==> src/rgbhsv_pkg.sv <==
`timescale 1ns / 1ps

package rgbhsv_pkg;

  // Width of one color component; saturation and brightness share it.
  localparam int COMPONENT_BITS = 8;
  localparam int FULL_SCALE = (1 << COMPONENT_BITS) - 1;

  localparam int HUE_W = 9;
  // Signed width that holds every hue before the wrap into 0..359.
  localparam int HUE_SUM_W = 10;

  // Quotient bits of both dividers: saturation needs COMPONENT_BITS bits,
  // and the hue fraction reaches 60, which needs six.
  localparam int QUO_W = (COMPONENT_BITS > 6) ? COMPONENT_BITS : 6;
  localparam int REM_W = COMPONENT_BITS + QUO_W;

  localparam int DEG_SECTOR = 60;
  localparam int DEG_GREEN  = 120;
  localparam int DEG_BLUE   = 240;
  localparam int DEG_FULL   = 360;

  typedef logic [COMPONENT_BITS-1:0] comp_t;

  typedef enum logic [1:0] {
    SECTOR_RED,
    SECTOR_GREEN,
    SECTOR_BLUE
  } sector_t;

  typedef struct packed {
    comp_t red;
    comp_t green;
    comp_t blue;
  } pixel_t;

  typedef struct packed {
    logic [HUE_W-1:0] hue;
    comp_t            saturation;
    comp_t            brightness;
  } hsv_t;

  // Per-pixel context that rides along with the divider stages.
  typedef struct packed {
    comp_t   max;
    comp_t   delta;
    sector_t sector;
    logic    neg;
    logic    black;
    logic    grey;
  } div_ctx_t;

endpackage

==> src/rgb_to_hsv_converter.sv <==
`timescale 1ns / 1ps

// Channel   Signals                        Direction  Contents
// pixel     pixel, pixel_valid, pixel_stall  in       red, green, blue
// hsv       hsv, hsv_valid, hsv_stall        out      hue, saturation, brightness
//
// One pixel is taken per clock while pixel_stall is low. Each pixel passes
// through every stage in order from its transfer to its result, and the two
// restoring dividers resolve one quotient bit per pipeline stage.
// Reset clears only the valid bits of the stages.
// Empty stages fill while the output stalls, so pixel_stall rises only when
// every stage holds a pixel and the result at the output is not taken.

module rgb_to_hsv_converter
  import rgbhsv_pkg::*;
(
  input  logic   clk,
  input  logic   rst,
  input  pixel_t pixel,
  input  logic   pixel_valid,
  output logic   pixel_stall,
  output hsv_t   hsv,
  output logic   hsv_valid,
  input  logic   hsv_stall
);

  // Stage 0 finds max, min and the hue sector, stage 1 builds the dividends,
  // then QUO_W divider stages follow and the last stage is the output.
  localparam int NST = QUO_W + 3;

  logic [NST-1:0] stage_valid;
  logic [NST-1:0] en;

  // Stage 0 registers.
  logic                           a_valid;
  comp_t                          a_max;
  comp_t                          a_min;
  sector_t                        a_sector;
  logic signed [COMPONENT_BITS:0] a_diff;

  // Divider chain: index 0 is loaded by stage 1, index k + 1 by divider
  // stage k.
  logic             d_valid [0:QUO_W];
  logic [REM_W-1:0] s_rem   [0:QUO_W];
  logic [REM_W-1:0] h_rem   [0:QUO_W];
  logic [QUO_W-1:0] s_quo   [0:QUO_W];
  logic [QUO_W-1:0] h_quo   [0:QUO_W];
  div_ctx_t         d_ctx   [0:QUO_W];

  // Stage 0 next values.
  comp_t                          a_max_next;
  comp_t                          a_min_next;
  sector_t                        a_sector_next;
  logic signed [COMPONENT_BITS:0] a_diff_next;

  // Stage 1 next values.
  logic [COMPONENT_BITS:0] abs_diff_wide;
  comp_t                   abs_diff;
  comp_t                   delta;
  div_ctx_t                b_ctx_next;
  logic [REM_W-1:0]        s_num_next;
  logic [REM_W-1:0]        h_num_next;

  // Output stage.
  logic signed [HUE_SUM_W-1:0] hue_base;
  logic signed [HUE_SUM_W-1:0] hue_frac;
  logic signed [HUE_SUM_W-1:0] hue_sum;
  hsv_t                        hsv_next;

  // A stage may load when it is empty or when the stage after it moves on.
  // That is the case unless this stage and every later one hold a pixel and
  // the output is stalled.
  always_comb begin
    stage_valid[0] = a_valid;
    for (int k = 0; k <= QUO_W; k++) begin
      stage_valid[k + 1] = d_valid[k];
    end
    stage_valid[NST-1] = hsv_valid;
    for (int k = 0; k < NST; k++) begin
      en[k] = !hsv_stall ||
              !(&(stage_valid | ((NST'(1) << k) - NST'(1))));
    end
  end

  assign pixel_stall = !en[0];

  // Stage 0: largest and smallest component. Ties go to red, then green.
  always_comb begin
    a_max_next    = pixel.red;
    a_sector_next = SECTOR_RED;
    if (pixel.green > a_max_next) begin
      a_max_next    = pixel.green;
      a_sector_next = SECTOR_GREEN;
    end
    if (pixel.blue > a_max_next) begin
      a_max_next    = pixel.blue;
      a_sector_next = SECTOR_BLUE;
    end
    a_min_next = pixel.red;
    if (pixel.green < a_min_next) begin
      a_min_next = pixel.green;
    end
    if (pixel.blue < a_min_next) begin
      a_min_next = pixel.blue;
    end
    case (a_sector_next)
      SECTOR_RED: begin
        a_diff_next = $signed({1'b0, pixel.green}) - $signed({1'b0, pixel.blue});
      end
      SECTOR_GREEN: begin
        a_diff_next = $signed({1'b0, pixel.blue}) - $signed({1'b0, pixel.red});
      end
      default: begin
        a_diff_next = $signed({1'b0, pixel.red}) - $signed({1'b0, pixel.green});
      end
    endcase
  end

  always_ff @(posedge clk) begin
    if (rst) begin
      a_valid <= 1'b0;
    end else if (en[0]) begin
      a_valid <= pixel_valid;
    end
    if (en[0]) begin
      a_max    <= a_max_next;
      a_min    <= a_min_next;
      a_sector <= a_sector_next;
      a_diff   <= a_diff_next;
    end
  end

  // Stage 1: the dividends. FULL_SCALE * delta and 60 * |diff| are built
  // from shifts, since both factors are constant.
  always_comb begin
    delta         = a_max - a_min;
    abs_diff_wide = a_diff[COMPONENT_BITS] ? -a_diff : a_diff;
    abs_diff      = abs_diff_wide[COMPONENT_BITS-1:0];

    b_ctx_next.max    = a_max;
    b_ctx_next.delta  = delta;
    b_ctx_next.sector = a_sector;
    b_ctx_next.neg    = a_diff[COMPONENT_BITS];
    b_ctx_next.black  = (a_max == '0);
    b_ctx_next.grey   = (delta == '0);

    s_num_next = (REM_W'(delta) << COMPONENT_BITS) - REM_W'(delta);
    h_num_next = (REM_W'(abs_diff) << 6) - (REM_W'(abs_diff) << 2);
  end

  always_ff @(posedge clk) begin
    if (rst) begin
      d_valid[0] <= 1'b0;
    end else if (en[1]) begin
      d_valid[0] <= a_valid;
    end
    if (en[1]) begin
      d_ctx[0] <= b_ctx_next;
      s_rem[0] <= s_num_next;
      h_rem[0] <= h_num_next;
      s_quo[0] <= '0;
      h_quo[0] <= '0;
    end
  end

  // Restoring division, one quotient bit per stage, most significant first.
  // Saturation divides by max and hue by delta. A zero divisor gives a
  // meaningless quotient here, which the output stage replaces.
  for (genvar j = 0; j < QUO_W; j++) begin : g_div
    localparam int QBIT = QUO_W - 1 - j;

    logic [REM_W-1:0] s_sub;
    logic [REM_W-1:0] h_sub;
    logic             s_take;
    logic             h_take;

    always_comb begin
      s_sub  = REM_W'(d_ctx[j].max) << QBIT;
      h_sub  = REM_W'(d_ctx[j].delta) << QBIT;
      s_take = (s_rem[j] >= s_sub);
      h_take = (h_rem[j] >= h_sub);
    end

    // The quotient bit of this stage is still clear on arrival.
    always_ff @(posedge clk) begin
      if (rst) begin
        d_valid[j + 1] <= 1'b0;
      end else if (en[j + 2]) begin
        d_valid[j + 1] <= d_valid[j];
      end
      if (en[j + 2]) begin
        d_ctx[j + 1] <= d_ctx[j];
        s_rem[j + 1] <= s_take ? (s_rem[j] - s_sub) : s_rem[j];
        h_rem[j + 1] <= h_take ? (h_rem[j] - h_sub) : h_rem[j];
        s_quo[j + 1] <= s_quo[j] | (QUO_W'(s_take) << QBIT);
        h_quo[j + 1] <= h_quo[j] | (QUO_W'(h_take) << QBIT);
      end
    end
  end

  // Output stage: hue is the sector base plus the floor of 60 * diff / delta.
  // A negative difference rounds the fraction away from zero when a
  // remainder is left, and a hue below zero wraps by a full turn.
  always_comb begin
    case (d_ctx[QUO_W].sector)
      SECTOR_RED:   hue_base = '0;
      SECTOR_GREEN: hue_base = HUE_SUM_W'(DEG_GREEN);
      default:      hue_base = HUE_SUM_W'(DEG_BLUE);
    endcase
    if (d_ctx[QUO_W].neg) begin
      hue_frac = -(HUE_SUM_W'(h_quo[QUO_W]) + HUE_SUM_W'(h_rem[QUO_W] != '0));
    end else begin
      hue_frac = HUE_SUM_W'(h_quo[QUO_W]);
    end
    hue_sum = hue_base + hue_frac;
    if (hue_sum < 0) begin
      hue_sum = hue_sum + HUE_SUM_W'(DEG_FULL);
    end

    hsv_next.hue = (d_ctx[QUO_W].black || d_ctx[QUO_W].grey) ? '0 :
                   hue_sum[HUE_W-1:0];
    hsv_next.saturation = d_ctx[QUO_W].black ? '0 :
                          s_quo[QUO_W][COMPONENT_BITS-1:0];
    hsv_next.brightness = d_ctx[QUO_W].max;
  end

  always_ff @(posedge clk) begin
    if (rst) begin
      hsv_valid <= 1'b0;
    end else if (en[NST-1]) begin
      hsv_valid <= d_valid[QUO_W];
    end
    if (en[NST-1]) begin
      hsv <= hsv_next;
    end
  end

`ifndef SYNTH
  // The input stalls only when every stage is full and the output is held.
  a_stall_full: assert property (@(posedge clk) disable iff (rst)
    pixel_stall |-> ((&stage_valid) && hsv_stall))
    else $error("input stalled while the pipeline had room");

  a_black: assert property (@(posedge clk) disable iff (rst)
    (hsv_valid && (hsv.brightness == '0)) |->
      ((hsv.hue == '0) && (hsv.saturation == '0)))
    else $error("black pixel gave a nonzero hue or saturation");

  // Any nonzero delta gives saturation of at least one, so zero means grey.
  a_grey: assert property (@(posedge clk) disable iff (rst)
    (hsv_valid && (hsv.saturation == '0)) |-> (hsv.hue == '0))
    else $error("unsaturated pixel gave a nonzero hue");

  a_hue_range: assert property (@(posedge clk) disable iff (rst)
    hsv_valid |-> (hsv.hue < HUE_W'(DEG_FULL)))
    else $error("hue out of range");
`endif

endmodule

==> config.mk <==
export PLATFORM = sky130hd
export DESIGN_NAME = rgb_to_hsv_converter
export DESIGN_NICKNAME = d
export VERILOG_FILES = /design/src/rgbhsv_pkg.sv /design/src/rgb_to_hsv_converter.sv
export SDC_FILE = /design/constraint.sdc
export NUM_CORES = 1
export LEC_CHECK = 0
export ABC_AREA = 1
export BUFFER_PORTS_ARGS = -buffer_cell sky130_fd_sc_hd__buf_2
export CAP_MARGIN = 20
export CORE_MARGIN = 5
export CORE_UTILIZATION = 30
export DETAILED_ROUTE_END_ITERATION = 12
export PLACE_DENSITY = 0.5
export SLEW_MARGIN = 20
export SYNTH_ARGS = -nofsm -noshare
export SYNTH_HDL_FRONTEND = slang
export SYNTH_SLANG_ARGS = --single-unit
==> constraint.sdc <==
create_clock -name clk -period 7.9 [get_ports clk]
set_clock_uncertainty 0.1 [all_clocks]
set_input_delay 0.395 -clock clk [delete_from_list [all_inputs] [get_ports clk]]
set_output_delay 0.395 -clock clk [all_outputs]
set_load 0.05 [all_outputs]
# After elaboration in Yosys (flattened, before gate mapping)
# Memory sizes are Yosys's and may differ from the RTL's. A register that Yosys moved wholly into a read port is not among the register bits.
# Cells that the tools add are included.
dict set report classes {
  addsub 27
  magnitude_cmp 21
  n_eq_ne 2
  mux 74
  bitwise 25
  reduce_logical 40
}
# cell count
set ops {}
lappend ops {{$mux W16} 16}
lappend ops {{$mux W1} 48}
lappend ops {{$sub A16 B8 Y16} 3}
lappend ops {{$mux W8} 5}
lappend ops {{$ge A16 B10 Y1} 2}
lappend ops {{$ge A16 B11 Y1} 2}
lappend ops {{$ge A16 B12 Y1} 2}
lappend ops {{$ge A16 B13 Y1} 2}
lappend ops {{$ge A16 B14 Y1} 2}
lappend ops {{$ge A16 B15 Y1} 2}
lappend ops {{$ge A16 B8 Y1} 2}
lappend ops {{$ge A16 B9 Y1} 2}
lappend ops {{$sub A16 B10 Y16} 2}
lappend ops {{$sub A16 B11 Y16} 2}
lappend ops {{$sub A16 B12 Y16} 2}
lappend ops {{$sub A16 B13 Y16} 2}
lappend ops {{$sub A16 B14 Y16} 2}
lappend ops {{$sub A16 B15 Y16} 2}
lappend ops {{$sub A16 B9 Y16} 2}
lappend ops {{$sub A8 B8 Y9} 3}
lappend ops {{$pmux W9 S2} 1}
lappend ops {{$gt A8 B8 Y1} 2}
lappend ops {{$logic_not A8 Y1} 2}
lappend ops {{$lt A8 B8 Y1} 2}
lappend ops {{other kinds (36)} 77}
dict set report totals {
  ff_bits 46
  ram_bits 630
  inputBits 28
  out_inout_bits 27
  wordCells 203
  mem_count 6
}
# name depth width rd rd_clocked_by_memory_dff wr line
set memory_table {}
lappend memory_table {d_ctx 9 21 9 0 9 rgb_to_hsv_converter.sv:48} ;# div_ctx_t d_ctx [0:QUO_W];
lappend memory_table {h_rem 9 16 9 0 9 rgb_to_hsv_converter.sv:45} ;# logic [REM_W-1:0] h_rem [0:QUO_W];
lappend memory_table {s_rem 9 16 8 0 9 rgb_to_hsv_converter.sv:44} ;# logic [REM_W-1:0] s_rem [0:QUO_W];
lappend memory_table {h_quo 9 8 9 0 9 rgb_to_hsv_converter.sv:47} ;# logic [QUO_W-1:0] h_quo [0:QUO_W];
lappend memory_table {s_quo 9 8 9 1 9 rgb_to_hsv_converter.sv:46} ;# logic [QUO_W-1:0] s_quo [0:QUO_W];
lappend memory_table {d_valid 9 1 9 0 9 rgb_to_hsv_converter.sv:43} ;# logic d_valid [0:QUO_W];

# Depth between registers and ports, before layout
# Gate-level depths: netlist of run 1.
# An unclocked memory read counts as a cell.
dict set report logic_depth {
  ltp_word 8
  depth_mapped 24
  ltp_nobuf 24
}

# Least setup slack after synthesis of run 1
# Ideal clock, no wire load.
dict set report synth_path {
  kind {register to register}
  from {reg hsv_valid, read port of d_valid}
  to {mem d_ctx[0][0] (netlist name), enable pin}
  setup_time_ns 0.403
  arrival_ns 5.311
  required_time_ns 7.397
  setup_slack_ns 2.085
  path_stages_with_launch 14
  path_buffers 0
  synth_period_minus_slack_ns 5.815
  path_cell_list {dfxtp_1 nand2_2 nor2_4 nand2_4 nor2_4 inv_2 nor2_4 nand2_2 inv_2 nand2_4 nor2_4 nand2_4 nor2_4 inv_1}
}
# element line
set synth_rtl {}
lappend synth_rtl {{start: declaration} rgb_to_hsv_converter.sv:23} ;# output logic hsv_valid,
lappend synth_rtl {{end: declaration} rgb_to_hsv_converter.sv:48}

# Worst setup path after layout of run 1
dict set report layout_path {
  from {reg hsv_valid, read port of d_valid}
  to {out pixel_stall}
}
dict set report layout_between {
  elab_chain_cells 4
}
# element line
set layout_rtl {}
lappend layout_rtl {{$reduce_and A11 Y1} rgb_to_hsv_converter.sv:81} ;# !(&(stage_valid | ((NST'(1) << k) - NST'(1))));
lappend layout_rtl {{$logic_not A1 Y1} rgb_to_hsv_converter.sv:81}
lappend layout_rtl {{$logic_or A1 B1 Y1} rgb_to_hsv_converter.sv:80} ;# en[k] = !hsv_stall ||
lappend layout_rtl {{$logic_not A1 Y1} rgb_to_hsv_converter.sv:85} ;# assign pixel_stall = !en[0];
lappend layout_rtl {{end: declaration} rgb_to_hsv_converter.sv:21} ;# output logic pixel_stall,
# Every way passes these cells.

==> results.txt, run 1 <==
----------------------------------------------------
[Run status]
  Outcome ... complete, no violations

[Die]
  Die area ... between 100000 and 150000 sq um
  Effective utilization at floorplan ... 30.2%
  Num rows ... between 100 and 150
  Area of the core ... 98300 sq um
  IO Count ... between 50 and 60
  Die Wd ... 324 um
  Die Span Y ... ~320 um

[Synthesis]
  Number of enable flip-flop cells after synthesis ... around 560
  Synthesis-stage register bit count ... ~560
  Sequential cell area fraction in the yosys report ... 57.1%
  Predominant post-synthesis flop cell ... edfxtp_1
  Share of flip-flops with an asynchronous set or reset after synthesis ... 0%
  Post-synth design cell area ... a little under 30000 sq um
  Syn_nets ... around 3000
  Synth Area per Inst ... 10.7 sq um
  Number of distinct standard cells referenced by the synthesized netlist ... 61
  Synth warnings ... 0
  Gate Count Post-Synth ... roughly 2800

[Worst setup path]
  Cell at the slowest stage of the critical path ... nand2_4
  Worst EP required ... ~7.4 ns
  Dominant cell type by count on the critical path ... nor2_4
  Max FO, Critical Path ... 67
  Type of destination of the critical path ... output pin
  CP startpoint kind ... register
  Critical path arrival ... 5.52 ns
  Slowest stage delay, CP ... about 0.50 ns
  Critical Path, Cell by Cell ... nand2_2 -> nor2_4 -> nand2_4 -> nor2_4 -> inv_2 -> nor2_4 -> nand2_2 -> buf_4 -> inv_2 -> nand2_4 -> nor2_4 -> nand2_4 -> nor2_4 -> nand2_2 -> inv_2 -> buf_2
  Depth of the most critical reg-to-reg path ... 14
  Critical path class ... reg2out

[Timing]
  Headroom to the max-slew limit ... between 30% and 40%
  Post-route fraction of the period consumed by the critical path ... approximately three quarters
  Final count of negative-setup-slack endpoints ... 0
  Final max-slew violation count ... 0
  Unrepaired setup endpoints after global routing ... false
  Shortest clock period the worst path allows after layout ... between 6 and 7 ns
  Setup TNS Final ... 0 ns
  Max Clk Rate ... about 170 MHz
  Number of hold-slack violations in the final timing report ... 0
  Hold_ws ... roughly 0.051 ns
  Pin slew with the least headroom to its limit ... around 0.98 ns

[Power]
  Switching portion of total power ... about two fifths
  Cell internal power dissipation ... 9480 uW
  Comb power frac ... a little over two fifths
  Proportion of power drawn by flip-flops and latches ... roughly two fifths
  Static power due to leakage ... 0.0142 uW
  Power per Cell Area ... between 400 and 500 nW/um^2
  Switching component of the power ... between 5000 and 6000 uW
  Maximum ir drop on the vdd rail ... around 250 uV
  Share of total power in the clock network ... around 18%

[CTS]
  Skew-Pair Late Insertion Delay ... 0.64 ns
  Maximum level of the CTS H-tree ... 2
  TritonCTS clock tree ... built
  Gates resized, CTS repair ... 0
  Number of buffers added by the clock tree synthesis step ... between 60 and 70
  Number of buffers between clock root and the deepest sink ... 3
  Clock sink count ... 564
  CTS clk-pin slew, worst paths ... ~0.060 ns
  CTS Root Cell ... clkbuf_16

[GRT]
  Pin count of the biggest net entering global routing ... 68
  Wire length of the first global-routing pass ... about 90 mm
  Number of global-route vias before repair ... 18500
  Antenna violations before repair ... 0
  Overflow left after global routing ... 0
  GRT Total Usage ... 10.4%

[Detailed routing]
  Vias after detailed routing ... 18400
  Vias per inst ... between 4 and 5
  DRC violation count after routing ... 0
  Final routed wirelength across all metal layers ... 54.2 mm
  Wire length per cell after detailed routing ... 12.9 um
  First-pass iteration count of the detailed router ... 5
  Routed Antenna Nets ... 0
  Violation count after the first detailed-route iteration ... between 900 and 1000

[Finish]
  Area of the multi-input gates ... 11000 sq um
  Final layout net count ... approximately 3100
  Fill count ... 9878
  Synthesis-to-layout area growth ... 12.8%
  Layout cell share with drive strength beyond 1 ... 8.48%
  Ant. Diodes ... 0
  Area used by sequential logic in the layout ... between 15000 and 20000 sq um

[Min path]
  Cell depth of the worst min-delay path ... 2
  Type of the worst min-delay path ... in2reg

[Job]
  Max Cap Violations ... 0

[Placed design]
  Placer's final routability congestion estimate ... 0.839
  HPWL after detailed placement ... between 40 and 50 mm
  # port buffers ... 54

----------------------------------------------------
==> area by class of cell <==
class	instances	area share, %
tap	1287	4.82
sequential	564	50.6
timing repair buffer	59	0.929
clock buffer	84	5.07
clock inverter	29	0.921
multi-input combinational	1760	32.8
inverter	429	4.82
==> flip-flops by register name (all words and copies together), names as in the netlist <==
signal	count
s_quo	36
h_rem	128
a_diff	9
d_valid	9
a_max	8
a_sector	2
hsv_valid	1
h_quo	36
s_rem	120
a_valid	1
a_min	8
hsv	25
d_ctx	181
==> layout by cell type (no fill, tap or decap), drive strengths merged, types with 23 or more instances in the layout <==
master and count:
xnor2 59, o21ai 181, nand2 486, buf 58, xor2 91, nor3 36
or2 30, edfxtp 562, clkbuf 84, a21oi 190, nand3 92, ha 198
nor2 216, nand4 25, clkinv 23, inv 429
==> metal layers <==
layer | share of wire (%) | vias to the layer above | track usage, %
met3 | 3.5 | 91 | 1.73
met5 | 0 | - | 0
li1 | - | 9751 | -
met2 | 48 | 234 | 18.2
met4 | 3.0 | 0 | 3.66
met1 | 45 | 8362 | 13.1
==> worst max-delay path: cells and delay by family, from the launching register on <==
kind                   cells  cell delay (ns)
flip-flops                 1             0.34
AND/OR/NAND/NOR           11             3.48
buffers and inverters      5             1.02
==> path summary, 6_finish.rpt <==
| kind | slack [ns] | start | end |
|---|---|---|---|
| hold reg to reg | 0.29 | d_ctx[0][65] | d_ctx[0][86] |
| hold / removal | 0.05 | rst | a_valid |
| setup reg to reg | 2.81 | hsv_valid | d_ctx[0][11] |
| setup / recovery | 1.89 | hsv_valid | pixel_stall |
==> power groups by stage <==
stage                     clock network [uW]  logic [uW]  registers, uW
after floorplan                            0        5270           5840
after global placement                     0        6580           6000
after detailed placement                   0        6650           6000
after CTS                               2900        6690           5940
after global routing                    3020        7650           6090
final                                   2780        6610           5920
==> metrics by stage <==
stage          setup WS [ns]  instance area [sq um]  util, %  std cells  total power (uW)
2_1_floorplan           2.09                  29600        -       2781             11100
3_3_place_gp            2.25                  31400     31.9       4098             12600
3_5_place_dp            2.21                  31400     32.0       4098             12700
4_1_cts                 1.63                  33400     34.0       4212             15500
5_1_grt                 1.21                  33400     34.0       4212             16800
6_report                1.89                  33400     34.0       4212             15300
==> cell usage after synthesis, drive strengths merged (4+ instances only) <==
master | instances | area, sq um
edfxtp | 562 | 16900
nand2 | 486 | 1900
inv | 429 | 1610
nor2 | 216 | 876
ha | 198 | 2480
a21oi | 190 | 966
o21ai | 181 | 932
nand3 | 92 | 470
xor2 | 91 | 805
xnor2 | 59 | 536
nor3 | 36 | 213
or2 | 30 | 190
nand4 | 25 | 169
fa | 20 | 400
nor4 | 20 | 125
buf | 18 | 109
o211ai | 12 | 90.1
o21a | 12 | 90.1
a31oi | 10 | 62.6
clkbuf | 10 | 37.5
o31ai | 10 | 75.1
o2111ai | 8 | 70.1
a21o | 7 | 52.6
nand3b | 7 | 52.6
o21bai | 7 | 52.6
o221ai | 7 | 61.3
a211oi | 6 | 45.0
a21boi | 6 | 48.8
nor3b | 5 | 37.5
and2 | 4 | 25.0
o311ai | 4 | 35.0
==> cells by family (layout without fill, tap and decap cells) <==
family | Yosys count | count (layout) | synth area share [%]
AND/OR/NAND/NOR | 923 | 923 | 13.8
flip-flops | 564 | 564 | 57.1
AO/OA/AOI/OAI | 469 | 469 | 8.99
buffers and inverters | 457 | 601 | 5.93
adder cells (fa/ha/maj) | 218 | 218 | 9.71
XOR/XNOR | 150 | 150 | 4.52
==> repair_timing <==
item                      in CTS  in global routing
buffers inserted               0                  0
hold buffers                   1                  0
hold endpoints to repair       1                  0
Power figures use the tool's default switching activity.
==> run 2: changes to the inputs <==
--- a/config.mk
+++ b/config.mk
@@ -11,7 +11,7 @@
 export CORE_MARGIN = 5
 export CORE_UTILIZATION = 30
 export DETAILED_ROUTE_END_ITERATION = 12
-export PLACE_DENSITY = 0.5
+export PLACE_DENSITY = 0.52
 export SLEW_MARGIN = 20
 export SYNTH_ARGS = -nofsm -noshare
 export SYNTH_HDL_FRONTEND = slang
==> constraint.sdc (replaced) <==
create_clock -name clk -period 5.37 [get_ports clk]
set_clock_uncertainty 0.1 [all_clocks]
set_input_delay 0.2685 -clock clk [delete_from_list [all_inputs] [get_ports clk]]
set_output_delay 0.2685 -clock clk [all_outputs]
set_load 0.05 [all_outputs]
==> run 2 against run 1 <==
Clock power up 48%. Design area up 0.26%. Sequential share of layout area down 0.13 points. Global-route usage up 0.060 points. Worst setup slack worse by 0.68 ns. First-iteration DRC count down 16%. Count of clock-buffer cells in the layout down 14. Flip-flop and latch count unchanged. Wire length up 0.62%. Hold slack worse by 0.0016 ns. Non-clock buffer count up 11. Largest power group unchanged.
==> results.txt, run 2 (same netlist as run 1, synthesis figures left out) <==
----------------------------------------------------
[Run status]
  Outcome ... complete, no violations

[CTS]
  Maximum level of the CTS H-tree ... 2
  TritonCTS clock tree ... built
  Total of hold buffers inserted after clock tree synthesis ... 10
  CTS clk-pin slew, worst paths ... ~0.06 ns
  CTS Root Cell ... clkbuf_16
  Post-CTS Setup Inserts ... 0
  Number of buffers between clock root and the deepest sink ... 3
  Skew-Pair Late Insertion Delay ... around 0.62 ns
  Number of buffers added by the clock tree synthesis step ... 60
  Clock sink count ... ~560
  Gates resized, CTS repair ... 0

[Min path]
  Hold Startpoint ... pixel[4]
  Type of the worst min-delay path ... in2reg
  Cell depth of the worst min-delay path ... 3
  Worst hold endpoint ... a_max[4]

[Finish]
  Most frequent cells in the layout ... edfxtp_1 (562), nand2_1 (469), inv_1 (413)
  Leading registers by flop count ... d_ctx: 181 flops, h_rem: 128 flops, s_rem: 120 flops
  Design area ... around 34000 sq um
  Final layout net count ... around 3100
  Util after Layout ... between 30% and 40%
  Layout Cells excl Fill ... about 4200
  Ant. Diodes ... 0
  Most common library cell in the layout ignoring fill and taps ... edfxtp_1
  Max reg flops ... ~180
  Register with the highest flop count ... d_ctx
  Layout cell share with drive strength beyond 1 ... roughly 8.4%
  Synthesis-to-layout area growth ... 13.1%

[GRT]
  Pin count of the biggest net entering global routing ... between 60 and 70
  Number of global-route vias before repair ... approximately 18000
  GRT Total Usage ... 10.5%
  Overflow left after global routing ... 0
  Wire length of the first global-routing pass ... approximately 90 mm
  Antenna violations before repair ... 0

[Worst setup path]
  Max FO, Critical Path ... 54
  Worst EP required ... approximately 5 ns
  Setup slack on the worst flop-to-flop path ... approximately 1.5 ns
  CP startpoint kind ... register
  Capture instance of the worst register-to-register path ... hsv[20]
  Critical path class ... reg2out
  Origin of the critical flop-to-flop path ... h_rem[0][129]
  Critical path arrival ... approximately 3.8 ns
  Type of destination of the critical path ... output pin
  Depth of the most critical reg-to-reg path ... 21

[Die]
  Effective utilization at floorplan ... between 30% and 40%
  Area of the core ... just under 100000 sq um
  Num rows ... between 100 and 150
  Die Wd ... 324 um
  Die area ... about 110000 sq um
  Die Span Y ... about 320 um
  IO Count ... 55

[Detailed routing]
  Wire length per cell after detailed routing ... 12.9 um
  Violation count after the first detailed-route iteration ... 780
  Final routed wirelength across all metal layers ... approximately 54 mm
  Vias per inst ... around 4.4
  Vias after detailed routing ... between 15000 and 20000
  First-pass iteration count of the detailed router ... 5
  Routed Antenna Nets ... 0
  DRC violation count after routing ... 0

[Power]
  Maximum ir drop on the vdd rail ... between 200 and 300 uV
  Total power after layout ... 22500 uW
  Power per Cell Area ... 673 nW/um^2
  Static power due to leakage ... about 0.014 uW

[Timing]
  Final count of negative-setup-slack endpoints ... 0
  Number of hold-slack violations in the final timing report ... 0
  Max Clk Rate ... 241 MHz
  Pin slew with the least headroom to its limit ... 1.03 ns
  Final max-slew violation count ... 0
  Shortest clock period the worst path allows after layout ... just over 4 ns
  Headroom to the max-slew limit ... a little under a third
  Unrepaired setup endpoints after global routing ... false
  Setup TNS Final ... 0 ns
  Post-route fraction of the period consumed by the critical path ... between 70% and 80%

[Placed design]
  HPWL after detailed placement ... between 40 and 50 mm
  Placed instance area ... between 30000 and 40000 sq um
  Cell count after placement ... slightly above 4000
  # port buffers ... 54
  Placer's final routability congestion estimate ... ~0.84

[Job]
  Max Cap Violations ... 0

----------------------------------------------------
==> run 2: cell types whose count changed in the layout (fill, tap and decap cells not counted), moves of 2 or more <==
| cell | before | now |
|---|---|---|
| dlygate4sd3_1 | 1 | 10 |
| clkbuf_8 | 8 | 0 |
| clkinv_1 | 9 | 15 |
| bufinv_16 | 4 | 9 |
| clkbuf_1 | 15 | 10 |
| clkinvlp_4 | 2 | 5 |
| buf_4 | 4 | 6 |
| clkinv_16 | 2 | 0 |
| nand2_2 | 10 | 8 |
| nand2_4 | 7 | 9 |
==> run 2: power by group <==
group | leakage [uW] | switching, uW | internal (uW)
logic | 0.00735 | 5800 | 3900
registers | 0.00593 | 1060 | 7640
clock network | 0.000953 | 1660 | 2470
total | 0.0142 | 8520 | 14000
==> run 2: worst max-delay path by stage <==
stage,start,to,slack [ns]
6_report,hsv_valid,pixel_stall,1.21
5_1_grt,hsv_valid,pixel_stall,0.81
4_1_cts,hsv_valid,pixel_stall,1.07
3_5_place_dp,pixel[14],a_diff[5],1.29
3_3_place_gp,pixel[14],a_diff[4],1.30
2_1_floorplan,hsv_valid,d_ctx[0][0],0.08
==> run 2: through the flow <==
| step | setup slack, ns | hold WS (ns) |
|---|---|---|
| finish | 1.21 | 0.0494 |
| detailed placement | 1.29 | 0.305 |
| floorplan | 0.0767 | 0.235 |
| global placement | 1.30 | 0.303 |
| global route | 0.807 | 0.0324 |
| CTS | 1.07 | 0.00274 |
==> run 2: critical path, cell delays in order, from the launching register on <==
cell and delay (ns):
dfxtp_1 0.37, nand2_4 0.23, nor2_4 0.22, nand2_4 0.09, nor2_4 0.12, inv_2 0.06
nor2_4 0.14, nand2_4 0.06, inv_2 0.07, nand2_4 0.05, nor2_4 0.14, nand2_4 0.39
nor2_4 0.29, nand2_2 0.43, inv_2 0.16, buf_2 0.31
==> run 2: metal layers <==
| layer | track usage [%] | vias to the layer above | share of wire (%) |
|---|---|---|---|
| li1 | - | 9791 | - |
| met2 | 19.0 | 209 | 50 |
| met5 | 0 | - | 0 |
| met4 | 3.31 | 0 | 2.7 |
| met3 | 1.77 | 91 | 3.4 |
| met1 | 12.7 | 8380 | 44 |
==> run 2: cell type report <==
cell class | count | area, sq um
inverters | 429 | 1610
multi-input cells | 1760 | 11000
repair buffers | 70 | 415
fillers | 9898 | 64800
clock buffers | 70 | 1540
flip-flops and latches | 564 | 16900
clock inverters | 40 | 432
well taps | 1287 | 1610
